## config.mk

```make
export PLATFORM = sky130hd
export DESIGN_NAME = joint_to_servo_position_speed_flat
export DESIGN_NICKNAME = d
export VERILOG_FILES = /design/src/hdl/jtsp_pkg.sv /design/src/hdl/jtsp_if.sv /design/src/hdl/jtsp_front.sv /design/src/hdl/jtsp_fifo.sv /design/src/hdl/jtsp_div.sv /design/src/hdl/jtsp_back.sv /design/src/hdl/joint_to_servo_position_speed.sv /design/src/flat_wrapper.sv
export SDC_FILE = /design/constraint.sdc
export NUM_CORES = 2
export LEC_CHECK = 0
export BUFFER_PORTS_ARGS = -buffer_cell sky130_fd_sc_hd__buf_4
export CAP_MARGIN = 40
export CORE_MARGIN = 4
export CORE_UTILIZATION = 51
export DETAILED_ROUTE_END_ITERATION = 6
export GPL_TIMING_DRIVEN = 0
export PLACE_DENSITY = 0.64
export SETUP_SLACK_MARGIN = 0.15
export SYNTH_ARGS = -nofsm -noshare
export SYNTH_HDL_FRONTEND = slang
export SYNTH_HIERARCHICAL = 1
export SYNTH_SLANG_ARGS = --single-unit
```

## constraint.sdc

```tcl
create_clock -name i_clk -period 17.7 [get_ports i_clk]
set_input_delay 5.31 -clock i_clk [delete_from_list [all_inputs] [get_ports i_clk]]
set_output_delay 5.31 -clock i_clk [all_outputs]
set_load 0.005 [all_outputs]
```

## src/hdl/jtsp_pkg.sv

```systemverilog
// Shared types, constants and tables of the joint-to-servo position and speed mapper.
// No dependencies; every other file takes names from here by scope.
package jtsp_pkg;

    localparam int ANGLE_W   = 13;
    localparam int TIME_W    = 16;
    localparam int TGT_W     = 16;
    localparam int SPD_W     = 16;
    localparam int SERVOS    = 5;
    localparam int JOINTS    = 4;
    localparam int IDX_W     = $clog2(SERVOS);
    localparam int COEF_W    = 6;
    // |acc| <= 76 * 4096 per row
    localparam int ACC_W     = 21;
    // |acc| << 8 and diff * 1000 both fit in 27 bits
    localparam int DIV_W     = 27;
    localparam int DEN_W     = 16;

    localparam int ANGLE_FRACTION_BITS_DEF = 4;
    // target = acc * 2^(8 - frac) / (9 * radius10), from 40960 / 1440 = 256 / 9
    localparam int TARGET_SCALE_LOG2 = 8;
    localparam int NEG_ROW_FIRST     = 3;
    localparam int SPEED_SCALE       = 1000;
    localparam int QUEUE_DEPTH       = 2;

    localparam logic [SPD_W-1:0] SPEED_MAX     = {SPD_W{1'b1}};
    localparam logic [DIV_W-1:0] TGT_POS_LIMIT = DIV_W'(32767);
    localparam logic [DIV_W-1:0] TGT_NEG_LIMIT = DIV_W'(32768);
    localparam logic signed [TGT_W-1:0] TGT_MAX = 16'sh7FFF;
    localparam logic signed [TGT_W-1:0] TGT_MIN = 16'sh8000;

    // coupling matrix scaled by 4
    localparam logic signed [COEF_W-1:0] COUPLING4 [SERVOS][JOINTS] = '{
        '{  6'sd20,  6'sd26,  6'sd30,  6'sd0  },
        '{ -6'sd10,  6'sd26,  6'sd30,  6'sd0  },
        '{  6'sd0,  -6'sd13,  6'sd30,  6'sd0  },
        '{  6'sd0,   6'sd0,  -6'sd15,  6'sd30 },
        '{  6'sd0,   6'sd0,  -6'sd15, -6'sd30 }
    };

    // floor(n / 9R) = (n * RECIP9R) >> RECIP_SHIFT, exact for every n below 2^DIV_W
    // since each 9R is below 2^10
    localparam int RECIP_SHIFT = DIV_W + 10;
    localparam int RECIP_W     = 29;

    // ceil(2^RECIP_SHIFT / (9 * radius scaled by 10)) for 990, 711, 396, 990, 990
    localparam logic [RECIP_W-1:0] RECIP9R [SERVOS] = '{
        29'd138827226, 29'd193303733, 29'd347068065, 29'd138827226, 29'd138827226
    };

    typedef logic signed [ANGLE_W-1:0] t_angle;

    typedef struct packed {
        t_angle              angle_alpha;
        t_angle              angle_beta;
        t_angle              angle_gamma;
        t_angle              angle_theta;
        logic [TIME_W-1:0]   move_time_ms;
        logic                zero_time;
    } t_item;

    typedef struct packed {
        logic  valid;
        t_item item;
    } t_q_status;

    typedef struct packed {
        logic             start;
        logic [DIV_W-1:0] dividend;
        logic [DEN_W-1:0] divisor;
    } t_div_req;

    typedef struct packed {
        logic             busy;
        logic             done;
        logic [DIV_W-1:0] quotient;
    } t_div_rsp;

endpackage

```

## src/hdl/jtsp_if.sv

```systemverilog
// Request channels of the mapper: joint request in, servo command out.
// Depends on jtsp_pkg for field widths.
interface jtsp_in_if;
    logic                              valid;
    logic                              ready;
    logic signed [jtsp_pkg::ANGLE_W-1:0] angle_alpha;
    logic signed [jtsp_pkg::ANGLE_W-1:0] angle_beta;
    logic signed [jtsp_pkg::ANGLE_W-1:0] angle_gamma;
    logic signed [jtsp_pkg::ANGLE_W-1:0] angle_theta;
    logic [jtsp_pkg::TIME_W-1:0]         move_time_ms;

    modport source (output valid, angle_alpha, angle_beta, angle_gamma, angle_theta,
                    move_time_ms, input ready);
    modport sink   (input valid, angle_alpha, angle_beta, angle_gamma, angle_theta,
                    move_time_ms, output ready);
endinterface

interface jtsp_out_if;
    logic                              valid;
    logic                              ready;
    logic signed [jtsp_pkg::TGT_W-1:0] target_one;
    logic signed [jtsp_pkg::TGT_W-1:0] target_two;
    logic signed [jtsp_pkg::TGT_W-1:0] target_three;
    logic signed [jtsp_pkg::TGT_W-1:0] target_four;
    logic signed [jtsp_pkg::TGT_W-1:0] target_five;
    logic [jtsp_pkg::SPD_W-1:0]        speed_one;
    logic [jtsp_pkg::SPD_W-1:0]        speed_two;
    logic [jtsp_pkg::SPD_W-1:0]        speed_three;
    logic [jtsp_pkg::SPD_W-1:0]        speed_four;
    logic [jtsp_pkg::SPD_W-1:0]        speed_five;

    modport source (output valid, target_one, target_two, target_three, target_four,
                    target_five, speed_one, speed_two, speed_three, speed_four,
                    speed_five, input ready);
    modport sink   (input valid, target_one, target_two, target_three, target_four,
                    target_five, speed_one, speed_two, speed_three, speed_four,
                    speed_five, output ready);
endinterface

```

## src/hdl/jtsp_front.sv

```systemverilog
// Front end: takes joint requests, flags a zero move time and pushes them to the queue.
// Depends on jtsp_pkg and jtsp_in_if.
module jtsp_front (
    jtsp_in_if.sink        i_in,
    input  logic           i_full,
    output logic           o_push,
    output jtsp_pkg::t_item o_item
);

    assign i_in.ready = !i_full;
    assign o_push     = i_in.valid && !i_full;

    always_comb begin
        o_item.angle_alpha  = i_in.angle_alpha;
        o_item.angle_beta   = i_in.angle_beta;
        o_item.angle_gamma  = i_in.angle_gamma;
        o_item.angle_theta  = i_in.angle_theta;
        o_item.move_time_ms = i_in.move_time_ms;
        // zero time saturates every speed, so the back end skips those divides
        o_item.zero_time    = (i_in.move_time_ms == '0);
    end

endmodule

```

## src/hdl/jtsp_fifo.sv

```systemverilog
// Short request queue between front and back end.
// Depends on jtsp_pkg for the item type.
module jtsp_fifo #(
    parameter int DEPTH = jtsp_pkg::QUEUE_DEPTH
) (
    input  logic                i_clk,
    input  logic                i_rst_n,
    input  logic                i_push,
    input  jtsp_pkg::t_item     i_item,
    output logic                o_full,
    input  logic                i_pop,
    output jtsp_pkg::t_q_status o_head
);

    localparam int PTR_W = (DEPTH > 1) ? $clog2(DEPTH) : 1;
    localparam int CNT_W = $clog2(DEPTH + 1);

    jtsp_pkg::t_item  r_mem [DEPTH];
    logic [PTR_W-1:0] r_wr;
    logic [PTR_W-1:0] r_rd;
    logic [CNT_W-1:0] r_cnt;
    logic [PTR_W-1:0] n_wr;
    logic [PTR_W-1:0] n_rd;
    logic [CNT_W-1:0] n_cnt;

    assign o_full       = (r_cnt == CNT_W'(DEPTH));
    assign o_head.valid = (r_cnt != '0);
    assign o_head.item  = r_mem[r_rd];

    always_comb begin
        n_wr  = r_wr;
        n_rd  = r_rd;
        n_cnt = r_cnt;
        if (i_push) begin
            n_wr = (r_wr == PTR_W'(DEPTH - 1)) ? '0 : r_wr + 1'b1;
        end
        if (i_pop) begin
            n_rd = (r_rd == PTR_W'(DEPTH - 1)) ? '0 : r_rd + 1'b1;
        end
        unique case ({i_push, i_pop})
            2'b10: begin
                n_cnt = r_cnt + 1'b1;
            end
            2'b01: begin
                n_cnt = r_cnt - 1'b1;
            end
            default: begin
                n_cnt = r_cnt;
            end
        endcase
    end

    always_ff @(posedge i_clk) begin
        if (!i_rst_n) begin
            r_wr  <= '0;
            r_rd  <= '0;
            r_cnt <= '0;
        end else begin
            r_wr  <= n_wr;
            r_rd  <= n_rd;
            r_cnt <= n_cnt;
        end
    end

    always_ff @(posedge i_clk) begin
        if (i_push) begin
            r_mem[r_wr] <= i_item;
        end
    end

endmodule

```

## src/hdl/jtsp_div.sv

```systemverilog
// Shared serial restoring divider, one quotient bit per cycle.
// Depends on jtsp_pkg for request and response types.
module jtsp_div (
    input  logic               i_clk,
    input  logic               i_rst_n,
    input  jtsp_pkg::t_div_req i_req,
    output jtsp_pkg::t_div_rsp o_rsp
);

    localparam int DIV_W = jtsp_pkg::DIV_W;
    localparam int DEN_W = jtsp_pkg::DEN_W;
    localparam int CNT_W = $clog2(DIV_W + 1);

    logic             r_busy;
    logic             r_done;
    logic [CNT_W-1:0] r_cnt;
    logic [DEN_W-1:0] r_rem;
    logic [DEN_W-1:0] r_den;
    logic [DIV_W-1:0] r_quo;

    logic [DEN_W:0]   trial;
    logic [DEN_W:0]   diff;
    logic             fits;

    assign trial = {r_rem, r_quo[DIV_W-1]};
    assign diff  = trial - {1'b0, r_den};
    assign fits  = (trial >= {1'b0, r_den});

    assign o_rsp.busy     = r_busy;
    assign o_rsp.done     = r_done;
    assign o_rsp.quotient = r_quo;

    always_ff @(posedge i_clk) begin
        if (!i_rst_n) begin
            r_busy <= 1'b0;
            r_done <= 1'b0;
            r_cnt  <= '0;
        end else begin
            r_done <= 1'b0;
            if (i_req.start) begin
                r_busy <= 1'b1;
                r_cnt  <= CNT_W'(DIV_W);
            end else if (r_busy) begin
                r_cnt <= r_cnt - 1'b1;
                if (r_cnt == CNT_W'(1)) begin
                    r_busy <= 1'b0;
                    r_done <= 1'b1;
                end
            end
        end
    end

    // remainder stays below the divisor, so it fits DEN_W bits
    always_ff @(posedge i_clk) begin
        if (i_req.start) begin
            r_rem <= '0;
            r_den <= i_req.divisor;
            r_quo <= i_req.dividend;
        end else if (r_busy) begin
            r_rem <= fits ? diff[DEN_W-1:0] : trial[DEN_W-1:0];
            r_quo <= {r_quo[DIV_W-2:0], fits};
        end
    end

endmodule

```

## src/hdl/jtsp_back.sv

```systemverilog
// Back end: per servo, coupling sum, reciprocal target scaling, speed divide, command register.
// Depends on jtsp_pkg, jtsp_out_if and jtsp_div.
module jtsp_back #(
    parameter int ANGLE_FRACTION_BITS = jtsp_pkg::ANGLE_FRACTION_BITS_DEF
) (
    input  logic                i_clk,
    input  logic                i_rst_n,
    input  jtsp_pkg::t_q_status i_head,
    output logic                o_pop,
    jtsp_out_if.source          o_out
);

    localparam int SERVOS      = jtsp_pkg::SERVOS;
    localparam int JOINTS      = jtsp_pkg::JOINTS;
    localparam int IDX_W       = jtsp_pkg::IDX_W;
    localparam int ACC_W       = jtsp_pkg::ACC_W;
    localparam int DIV_W       = jtsp_pkg::DIV_W;
    localparam int TGT_W       = jtsp_pkg::TGT_W;
    localparam int SPD_W       = jtsp_pkg::SPD_W;
    localparam int SHIFT       = jtsp_pkg::TARGET_SCALE_LOG2 - ANGLE_FRACTION_BITS;
    localparam int RECIP_SHIFT = jtsp_pkg::RECIP_SHIFT;
    localparam int PROD_W      = DIV_W + jtsp_pkg::RECIP_W;

    typedef enum logic [6:0] {
        ST_IDLE     = 7'b0000001,
        ST_TGT      = 7'b0000010,
        ST_MUL      = 7'b0000100,
        ST_SAT      = 7'b0001000,
        ST_SPD      = 7'b0010000,
        ST_SPD_WAIT = 7'b0100000,
        ST_DONE     = 7'b1000000
    } t_state;

    t_state                  r_state;
    t_state                  n_state;
    logic [IDX_W-1:0]        r_idx;
    logic [IDX_W-1:0]        n_idx;
    logic                    r_neg;
    logic                    n_neg;
    logic [DIV_W-1:0]        r_mag;
    logic [DIV_W-1:0]        n_mag;
    logic [DIV_W-1:0]        r_tq;
    logic [DIV_W-1:0]        n_tq;
    logic [TGT_W-1:0]        r_diff;
    logic [TGT_W-1:0]        n_diff;
    logic                    r_out_valid;
    logic                    n_out_valid;
    logic signed [TGT_W-1:0] r_prev [SERVOS];
    logic [SPD_W-1:0]        r_spd [SERVOS];
    logic signed [TGT_W-1:0] r_out_tgt [SERVOS];
    logic [SPD_W-1:0]        r_out_spd [SERVOS];

    jtsp_pkg::t_angle        ang [JOINTS];
    logic signed [ACC_W-1:0] acc;
    logic [ACC_W-1:0]        acc_abs;
    logic [DIV_W-1:0]        mag;
    logic                    row_flip;
    logic [PROD_W-1:0]       prod;
    logic [DIV_W-1:0]        quo;
    logic signed [TGT_W-1:0] t_new;
    logic signed [TGT_W:0]   dlt;
    logic [TGT_W:0]          dlt_abs;
    logic [SPD_W-1:0]        speed;
    logic                    load;
    logic                    prev_we;
    logic                    spd_we;
    logic                    advance;
    logic [SPD_W-1:0]        spd_val;

    jtsp_pkg::t_div_req      div_req;
    jtsp_pkg::t_div_rsp      div_rsp;

    jtsp_div u_div (
        .i_clk   (i_clk),
        .i_rst_n (i_rst_n),
        .i_req   (div_req),
        .o_rsp   (div_rsp)
    );

    assign ang[0] = i_head.item.angle_alpha;
    assign ang[1] = i_head.item.angle_beta;
    assign ang[2] = i_head.item.angle_gamma;
    assign ang[3] = i_head.item.angle_theta;

    // coupling sum for the current row
    always_comb begin
        acc = '0;
        for (int j = 0; j < JOINTS; j++) begin
            acc = acc + ACC_W'(jtsp_pkg::COUPLING4[r_idx][j]) * ACC_W'(ang[j]);
        end
    end

    assign acc_abs  = acc[ACC_W-1] ? ACC_W'(-acc) : ACC_W'(acc);
    assign mag      = DIV_W'(acc_abs) << SHIFT;
    assign row_flip = (r_idx >= IDX_W'(jtsp_pkg::NEG_ROW_FIRST));
    assign quo      = div_rsp.quotient;

    // magnitude over 9R by reciprocal multiply
    assign prod = PROD_W'(r_mag) * PROD_W'(jtsp_pkg::RECIP9R[r_idx]);

    // sign back and saturate the truncated magnitude
    always_comb begin
        if (r_neg) begin
            t_new = (r_tq > jtsp_pkg::TGT_NEG_LIMIT) ? jtsp_pkg::TGT_MIN
                                                     : -$signed(r_tq[TGT_W-1:0]);
        end else begin
            t_new = (r_tq > jtsp_pkg::TGT_POS_LIMIT) ? jtsp_pkg::TGT_MAX
                                                     : $signed(r_tq[TGT_W-1:0]);
        end
    end

    assign dlt     = {t_new[TGT_W-1], t_new} - {r_prev[r_idx][TGT_W-1], r_prev[r_idx]};
    assign dlt_abs = dlt[TGT_W] ? (TGT_W + 1)'(-dlt) : (TGT_W + 1)'(dlt);
    assign speed   = (quo >= DIV_W'(jtsp_pkg::SPEED_MAX)) ? jtsp_pkg::SPEED_MAX
                                                          : quo[SPD_W-1:0] + 1'b1;

    always_comb begin
        div_req.start    = (r_state == ST_SPD);
        div_req.dividend = DIV_W'(r_diff) * DIV_W'(jtsp_pkg::SPEED_SCALE);
        div_req.divisor  = i_head.item.move_time_ms;
    end

    always_comb begin
        n_state = r_state;
        n_idx   = r_idx;
        n_neg   = r_neg;
        n_mag   = r_mag;
        n_tq    = r_tq;
        n_diff  = r_diff;
        load    = 1'b0;
        o_pop   = 1'b0;
        prev_we = 1'b0;
        spd_we  = 1'b0;
        spd_val = '0;
        advance = 1'b0;
        unique case (r_state)
            ST_IDLE: begin
                if (i_head.valid) begin
                    n_state = ST_TGT;
                    n_idx   = '0;
                end
            end
            ST_TGT: begin
                n_mag   = mag;
                n_neg   = acc[ACC_W-1] ^ row_flip;
                n_state = ST_MUL;
            end
            ST_MUL: begin
                n_tq    = DIV_W'(prod[PROD_W-1:RECIP_SHIFT]);
                n_state = ST_SAT;
            end
            ST_SAT: begin
                prev_we = 1'b1;
                n_diff  = dlt_abs[TGT_W-1:0];
                if (i_head.item.zero_time) begin
                    spd_we  = 1'b1;
                    spd_val = jtsp_pkg::SPEED_MAX;
                    advance = 1'b1;
                end else begin
                    n_state = ST_SPD;
                end
            end
            ST_SPD: begin
                n_state = ST_SPD_WAIT;
            end
            ST_SPD_WAIT: begin
                if (div_rsp.done) begin
                    spd_we  = 1'b1;
                    spd_val = speed;
                    advance = 1'b1;
                end
            end
            ST_DONE: begin
                // hand over once the command register is free
                if (!r_out_valid || o_out.ready) begin
                    load    = 1'b1;
                    o_pop   = 1'b1;
                    n_state = ST_IDLE;
                end
            end
            default: begin
                n_state = ST_IDLE;
            end
        endcase
        if (advance) begin
            if (r_idx == IDX_W'(SERVOS - 1)) begin
                n_state = ST_DONE;
            end else begin
                n_idx   = r_idx + 1'b1;
                n_state = ST_TGT;
            end
        end
        n_out_valid = load ? 1'b1 : (r_out_valid && !o_out.ready);
    end

    always_ff @(posedge i_clk) begin
        if (!i_rst_n) begin
            r_state     <= ST_IDLE;
            r_idx       <= '0;
            r_out_valid <= 1'b0;
            for (int i = 0; i < SERVOS; i++) begin
                r_prev[i] <= '0;
            end
        end else begin
            r_state     <= n_state;
            r_idx       <= n_idx;
            r_out_valid <= n_out_valid;
            if (prev_we) begin
                r_prev[r_idx] <= t_new;
            end
        end
    end

    always_ff @(posedge i_clk) begin
        r_neg  <= n_neg;
        r_mag  <= n_mag;
        r_tq   <= n_tq;
        r_diff <= n_diff;
        if (spd_we) begin
            r_spd[r_idx] <= spd_val;
        end
        if (load) begin
            for (int i = 0; i < SERVOS; i++) begin
                r_out_tgt[i] <= r_prev[i];
                r_out_spd[i] <= r_spd[i];
            end
        end
    end

    assign o_out.valid        = r_out_valid;
    assign o_out.target_one   = r_out_tgt[0];
    assign o_out.target_two   = r_out_tgt[1];
    assign o_out.target_three = r_out_tgt[2];
    assign o_out.target_four  = r_out_tgt[3];
    assign o_out.target_five  = r_out_tgt[4];
    assign o_out.speed_one    = r_out_spd[0];
    assign o_out.speed_two    = r_out_spd[1];
    assign o_out.speed_three  = r_out_spd[2];
    assign o_out.speed_four   = r_out_spd[3];
    assign o_out.speed_five   = r_out_spd[4];

    a_pop_needs_item: assert property (@(posedge i_clk) disable iff (!i_rst_n)
        o_pop |-> i_head.valid)
        else $error("queue popped while empty");

    a_load_free: assert property (@(posedge i_clk) disable iff (!i_rst_n)
        load |-> (!r_out_valid || o_out.ready))
        else $error("command register overwritten before it was taken");

    a_no_done_idle: assert property (@(posedge i_clk) disable iff (!i_rst_n)
        (r_state == ST_IDLE) |-> !div_rsp.done)
        else $error("divider finished with no servo pending");

    a_start_idle_div: assert property (@(posedge i_clk) disable iff (!i_rst_n)
        div_req.start |-> !div_rsp.busy)
        else $error("divider restarted while busy");

    a_idx_range: assert property (@(posedge i_clk) disable iff (!i_rst_n)
        r_idx <= IDX_W'(SERVOS - 1))
        else $error("servo index out of range");

endmodule

```

## src/hdl/joint_to_servo_position_speed.sv

```systemverilog
// Joint-to-servo mapper: four joint angles and a move time in, five targets and speeds out.
// Each request is worked servo by servo: coupling sum, reciprocal multiply, saturation and
// speed divide, with the divide skipped at zero move time; the command register then loads
// once the previous command is taken. One request is worked at a time on the single serial
// divider (five 27-step divides per request); a two-entry queue holds it and one more.
// Synchronous active-low reset clears the queue, the sequencer and the previous targets.
module joint_to_servo_position_speed #(
    parameter int ANGLE_FRACTION_BITS = jtsp_pkg::ANGLE_FRACTION_BITS_DEF,
    parameter int QUEUE_DEPTH         = jtsp_pkg::QUEUE_DEPTH
) (
    input  logic       i_clk,
    input  logic       i_rst_n,
    jtsp_in_if.sink    i_in,
    jtsp_out_if.source o_out
);

    logic                full;
    logic                push;
    logic                pop;
    jtsp_pkg::t_item     item;
    jtsp_pkg::t_q_status head;

    jtsp_front u_front (
        .i_in   (i_in),
        .i_full (full),
        .o_push (push),
        .o_item (item)
    );

    jtsp_fifo #(
        .DEPTH (QUEUE_DEPTH)
    ) u_fifo (
        .i_clk   (i_clk),
        .i_rst_n (i_rst_n),
        .i_push  (push),
        .i_item  (item),
        .o_full  (full),
        .i_pop   (pop),
        .o_head  (head)
    );

    jtsp_back #(
        .ANGLE_FRACTION_BITS (ANGLE_FRACTION_BITS)
    ) u_back (
        .i_clk   (i_clk),
        .i_rst_n (i_rst_n),
        .i_head  (head),
        .o_pop   (pop),
        .o_out   (o_out)
    );

endmodule
```

## src/flat_wrapper.sv

```systemverilog
// flat-port wrapper written by rule: the top's interface ports become plain ports
module joint_to_servo_position_speed_flat 
#(
    parameter int ANGLE_FRACTION_BITS = jtsp_pkg::ANGLE_FRACTION_BITS_DEF,
    parameter int QUEUE_DEPTH         = jtsp_pkg::QUEUE_DEPTH
)
  (i_clk, i_rst_n, i_in_valid, i_in_angle_alpha, i_in_angle_beta, i_in_angle_gamma, i_in_angle_theta, i_in_move_time_ms, i_in_ready, o_out_valid, o_out_target_one, o_out_target_two, o_out_target_three, o_out_target_four, o_out_target_five, o_out_speed_one, o_out_speed_two, o_out_speed_three, o_out_speed_four, o_out_speed_five, o_out_ready);
  jtsp_in_if i_in_i ();
  jtsp_out_if o_out_i ();
  input  logic i_clk;
  input  logic i_rst_n;
  input wire logic [$bits(i_in_i.valid)-1:0] i_in_valid;
  input wire logic [$bits(i_in_i.angle_alpha)-1:0] i_in_angle_alpha;
  input wire logic [$bits(i_in_i.angle_beta)-1:0] i_in_angle_beta;
  input wire logic [$bits(i_in_i.angle_gamma)-1:0] i_in_angle_gamma;
  input wire logic [$bits(i_in_i.angle_theta)-1:0] i_in_angle_theta;
  input wire logic [$bits(i_in_i.move_time_ms)-1:0] i_in_move_time_ms;
  output wire logic [$bits(i_in_i.ready)-1:0] i_in_ready;
  output wire logic [$bits(o_out_i.valid)-1:0] o_out_valid;
  output wire logic [$bits(o_out_i.target_one)-1:0] o_out_target_one;
  output wire logic [$bits(o_out_i.target_two)-1:0] o_out_target_two;
  output wire logic [$bits(o_out_i.target_three)-1:0] o_out_target_three;
  output wire logic [$bits(o_out_i.target_four)-1:0] o_out_target_four;
  output wire logic [$bits(o_out_i.target_five)-1:0] o_out_target_five;
  output wire logic [$bits(o_out_i.speed_one)-1:0] o_out_speed_one;
  output wire logic [$bits(o_out_i.speed_two)-1:0] o_out_speed_two;
  output wire logic [$bits(o_out_i.speed_three)-1:0] o_out_speed_three;
  output wire logic [$bits(o_out_i.speed_four)-1:0] o_out_speed_four;
  output wire logic [$bits(o_out_i.speed_five)-1:0] o_out_speed_five;
  input wire logic [$bits(o_out_i.ready)-1:0] o_out_ready;
  assign i_in_i.valid = i_in_valid;
  assign i_in_i.angle_alpha = i_in_angle_alpha;
  assign i_in_i.angle_beta = i_in_angle_beta;
  assign i_in_i.angle_gamma = i_in_angle_gamma;
  assign i_in_i.angle_theta = i_in_angle_theta;
  assign i_in_i.move_time_ms = i_in_move_time_ms;
  assign i_in_ready = i_in_i.ready;
  assign o_out_valid = o_out_i.valid;
  assign o_out_target_one = o_out_i.target_one;
  assign o_out_target_two = o_out_i.target_two;
  assign o_out_target_three = o_out_i.target_three;
  assign o_out_target_four = o_out_i.target_four;
  assign o_out_target_five = o_out_i.target_five;
  assign o_out_speed_one = o_out_i.speed_one;
  assign o_out_speed_two = o_out_i.speed_two;
  assign o_out_speed_three = o_out_i.speed_three;
  assign o_out_speed_four = o_out_i.speed_four;
  assign o_out_speed_five = o_out_i.speed_five;
  assign o_out_i.ready = o_out_ready;
  joint_to_servo_position_speed #(.ANGLE_FRACTION_BITS(ANGLE_FRACTION_BITS), .QUEUE_DEPTH(QUEUE_DEPTH)) u_core (.i_clk(i_clk), .i_rst_n(i_rst_n), .i_in(i_in_i), .o_out(o_out_i));
endmodule
```

==> impl_metrics.ini <==
[sta]
worst_pin_slew_ns = 1.04
slew_headroom_pct = 30.9
period_needed_ns = 11.32
slew_viol_final = 0
fmax_mhz = 88.3
min_period_over_period_pct = 64.0
setup_viol = 0
hold_violations = 0
setup_tns_ns = 0
clock_skew_ns = 0.0478
rsz0062_at_grt = false

[final_layout]
layout.nets = 6150
layout_commonest_cell = inv_1
final_cell_mix = 1055 x inv_1, 764 x fa_1, 604 x edfxtp_1
final_cells = 6322
synthToLayoutAreaGrowth_pct = 11.8
seqCellArea_sq_mm = 0.0189
multi_input_area_sq_mm = 0.0303
drive_gt1_share_pct = 11.9
nFillCells = 8872

[synthesis]
syn_area_sq_mm = 0.0540
netlist_instances = 4560
ys_warn_count = 6
synth.avg_cell_area_sq_um = 11.8

[floorplanning]
fp.dieW_um = 333
initial_utilization_pct = 51.3
core_sq_mm = 0.105
dieArea_sq_mm = 0.111
row_count = 119
ios = 234
die_h_um = 333

[critical_path]
crit_top_cell = fa_1
cp_data_required_time_ns = 18.11
slowest_delay_ns = 0.76
critical_path_arrival_ns = 11.74
cpMaxStageDelayCell = or4b_2
cp-end-kind = flip-flop
r2r_cells = 28
critical_path_class = flip-flop to flip-flop
r2r_slack_ns = 6.38
worstSetupStartpointType = flip-flop
r2r_end = u_core/u_back/r_tq[16]
critPathMaxFanout = 10

[global_route]
grt_start_max_net_pins = 60
overflow = 0
grt_pass1_wl_mm = 208
grt_pass1_vias = 35600
antenna_found_initial = 4
track_usage_pct = 24.5

[routing]
vias = 33700
vias_per_cell = 5.33
routed_wl_mm = 132
drc = 0
drtIter0Drc = 2230
dr.pass1.iters = 6
ant_nets = 0
wl_per_cell_um = 20.9

[min_path]
hold_start = u_core/u_back/r_spd[1][12]
holdPathEnd = u_core/u_back/r_out_spd[0][28]
min_delay_path_depth = 0
hp-class = flip-flop to flip-flop

[flow_run]
cap_violations = 0

[placement]
dp_hpwl_mm = 110
globalplace.congestion = 0.932
dp_cells = 6189
io_buffers = 181

[clock_tree]
h-tree-depth = 3
cts_hold_buf = 0
cts_tree = done
clkTransAtPathRegs_ns = 0.06
postCtsSetupBuffers = 0
cts_buffers = 73
clockBufferDepth = 3
clock_latency_ns = 0.66
cts_resized = 0
cts_root_buffer = clkbuf_16
clkSinkCount = 643

[run_status]
status = finished, final reports clean
how the worst max path moves through the flow:
stage | depth (start not counted) | end | slack (ns) | startpoint
6_report | 28 | u_core/u_back/r_tq[16] | 6.38 | flip-flop
5_1_grt | 28 | u_core/u_back/r_tq[16] | 6.14 | flip-flop
4_1_cts | 28 | u_core/u_back/r_tq[16] | 6.53 | flip-flop
3_5_place_dp | 28 | u_core/u_back/r_tq[16] | 6.57 | flip-flop
3_3_place_gp | 6 | u_core/u_fifo/r_cnt[1] | 0.10 | o_out_ready
2_1_floorplan | 5 | u_core/u_fifo/r_cnt[1] | 3.43 | o_out_ready
metal layers:
metal | global-route usage [%] | part of all wire [%] | vias up
met1 | 33.4 | 42 | 17100
met5 | 0 | 0 | -
met3 | 4.20 | 6.9 | 223
met4 | 7.93 | 3.3 | 0
li1 | - | - | 15300
met2 | 40.2 | 48 | 1105
per-stage QoR:
step	hold slack [ns]	worst slack [ns]	cell area, sq um	util, %
finish	0.415	6.38	60400	57.3
global placement	0.401	0.104	57100	54.3
global route	0.415	6.14	60400	57.3
CTS	0.413	6.53	60400	57.3
floorplan	0.400	3.43	54000	-
detailed placement	0.405	6.57	57900	55.0
flip-flops by register name (all words and copies together), names as in the netlist, 2 cells and up, named ones only:
signal	cells
u_core/u_fifo/r_mem	138
u_core/u_back/r_prev	128
u_core/u_back/r_out_spd	80
u_core/u_back/r_out_tgt	80
u_core/u_back/r_spd	80
u_core/u_back/u_div/r_quo	27
u_core/u_back/r_mag	21
u_core/u_back/r_tq	17
u_core/u_back/r_diff	16
u_core/u_back/u_div/r_den	16
u_core/u_back/u_div/r_rem	16
u_core/u_back/r_state	7
u_core/u_back/u_div/r_cnt	5
u_core/u_back/r_idx	2
u_core/u_fifo/r_cnt	2
cell type report:
class	instances	area share (%)
multi-input cells	2703	50.2
flip-flops and latches	643	31.3
inverters	1058	6.58
repair buffers	235	3.46
clock buffers	91	3.14
well taps	1391	2.88
plain buffers	159	1.49
clock inverters	39	0.900
diodes	3	0.0124
worst max-delay path: cells and delay by family (launching register included):
kind                       cells  cell delay, ns
DFF                            1            0.48
buffers and inverters         10            2.40
AOI/OAI and AO/OA              3            1.08
and+or+nand+nor                6            2.34
adders and majority gates      9            4.73
Power is left out: the tool's default activity adds up to more than one toggle a clock period on the data nets, which glitch-free logic cannot reach.
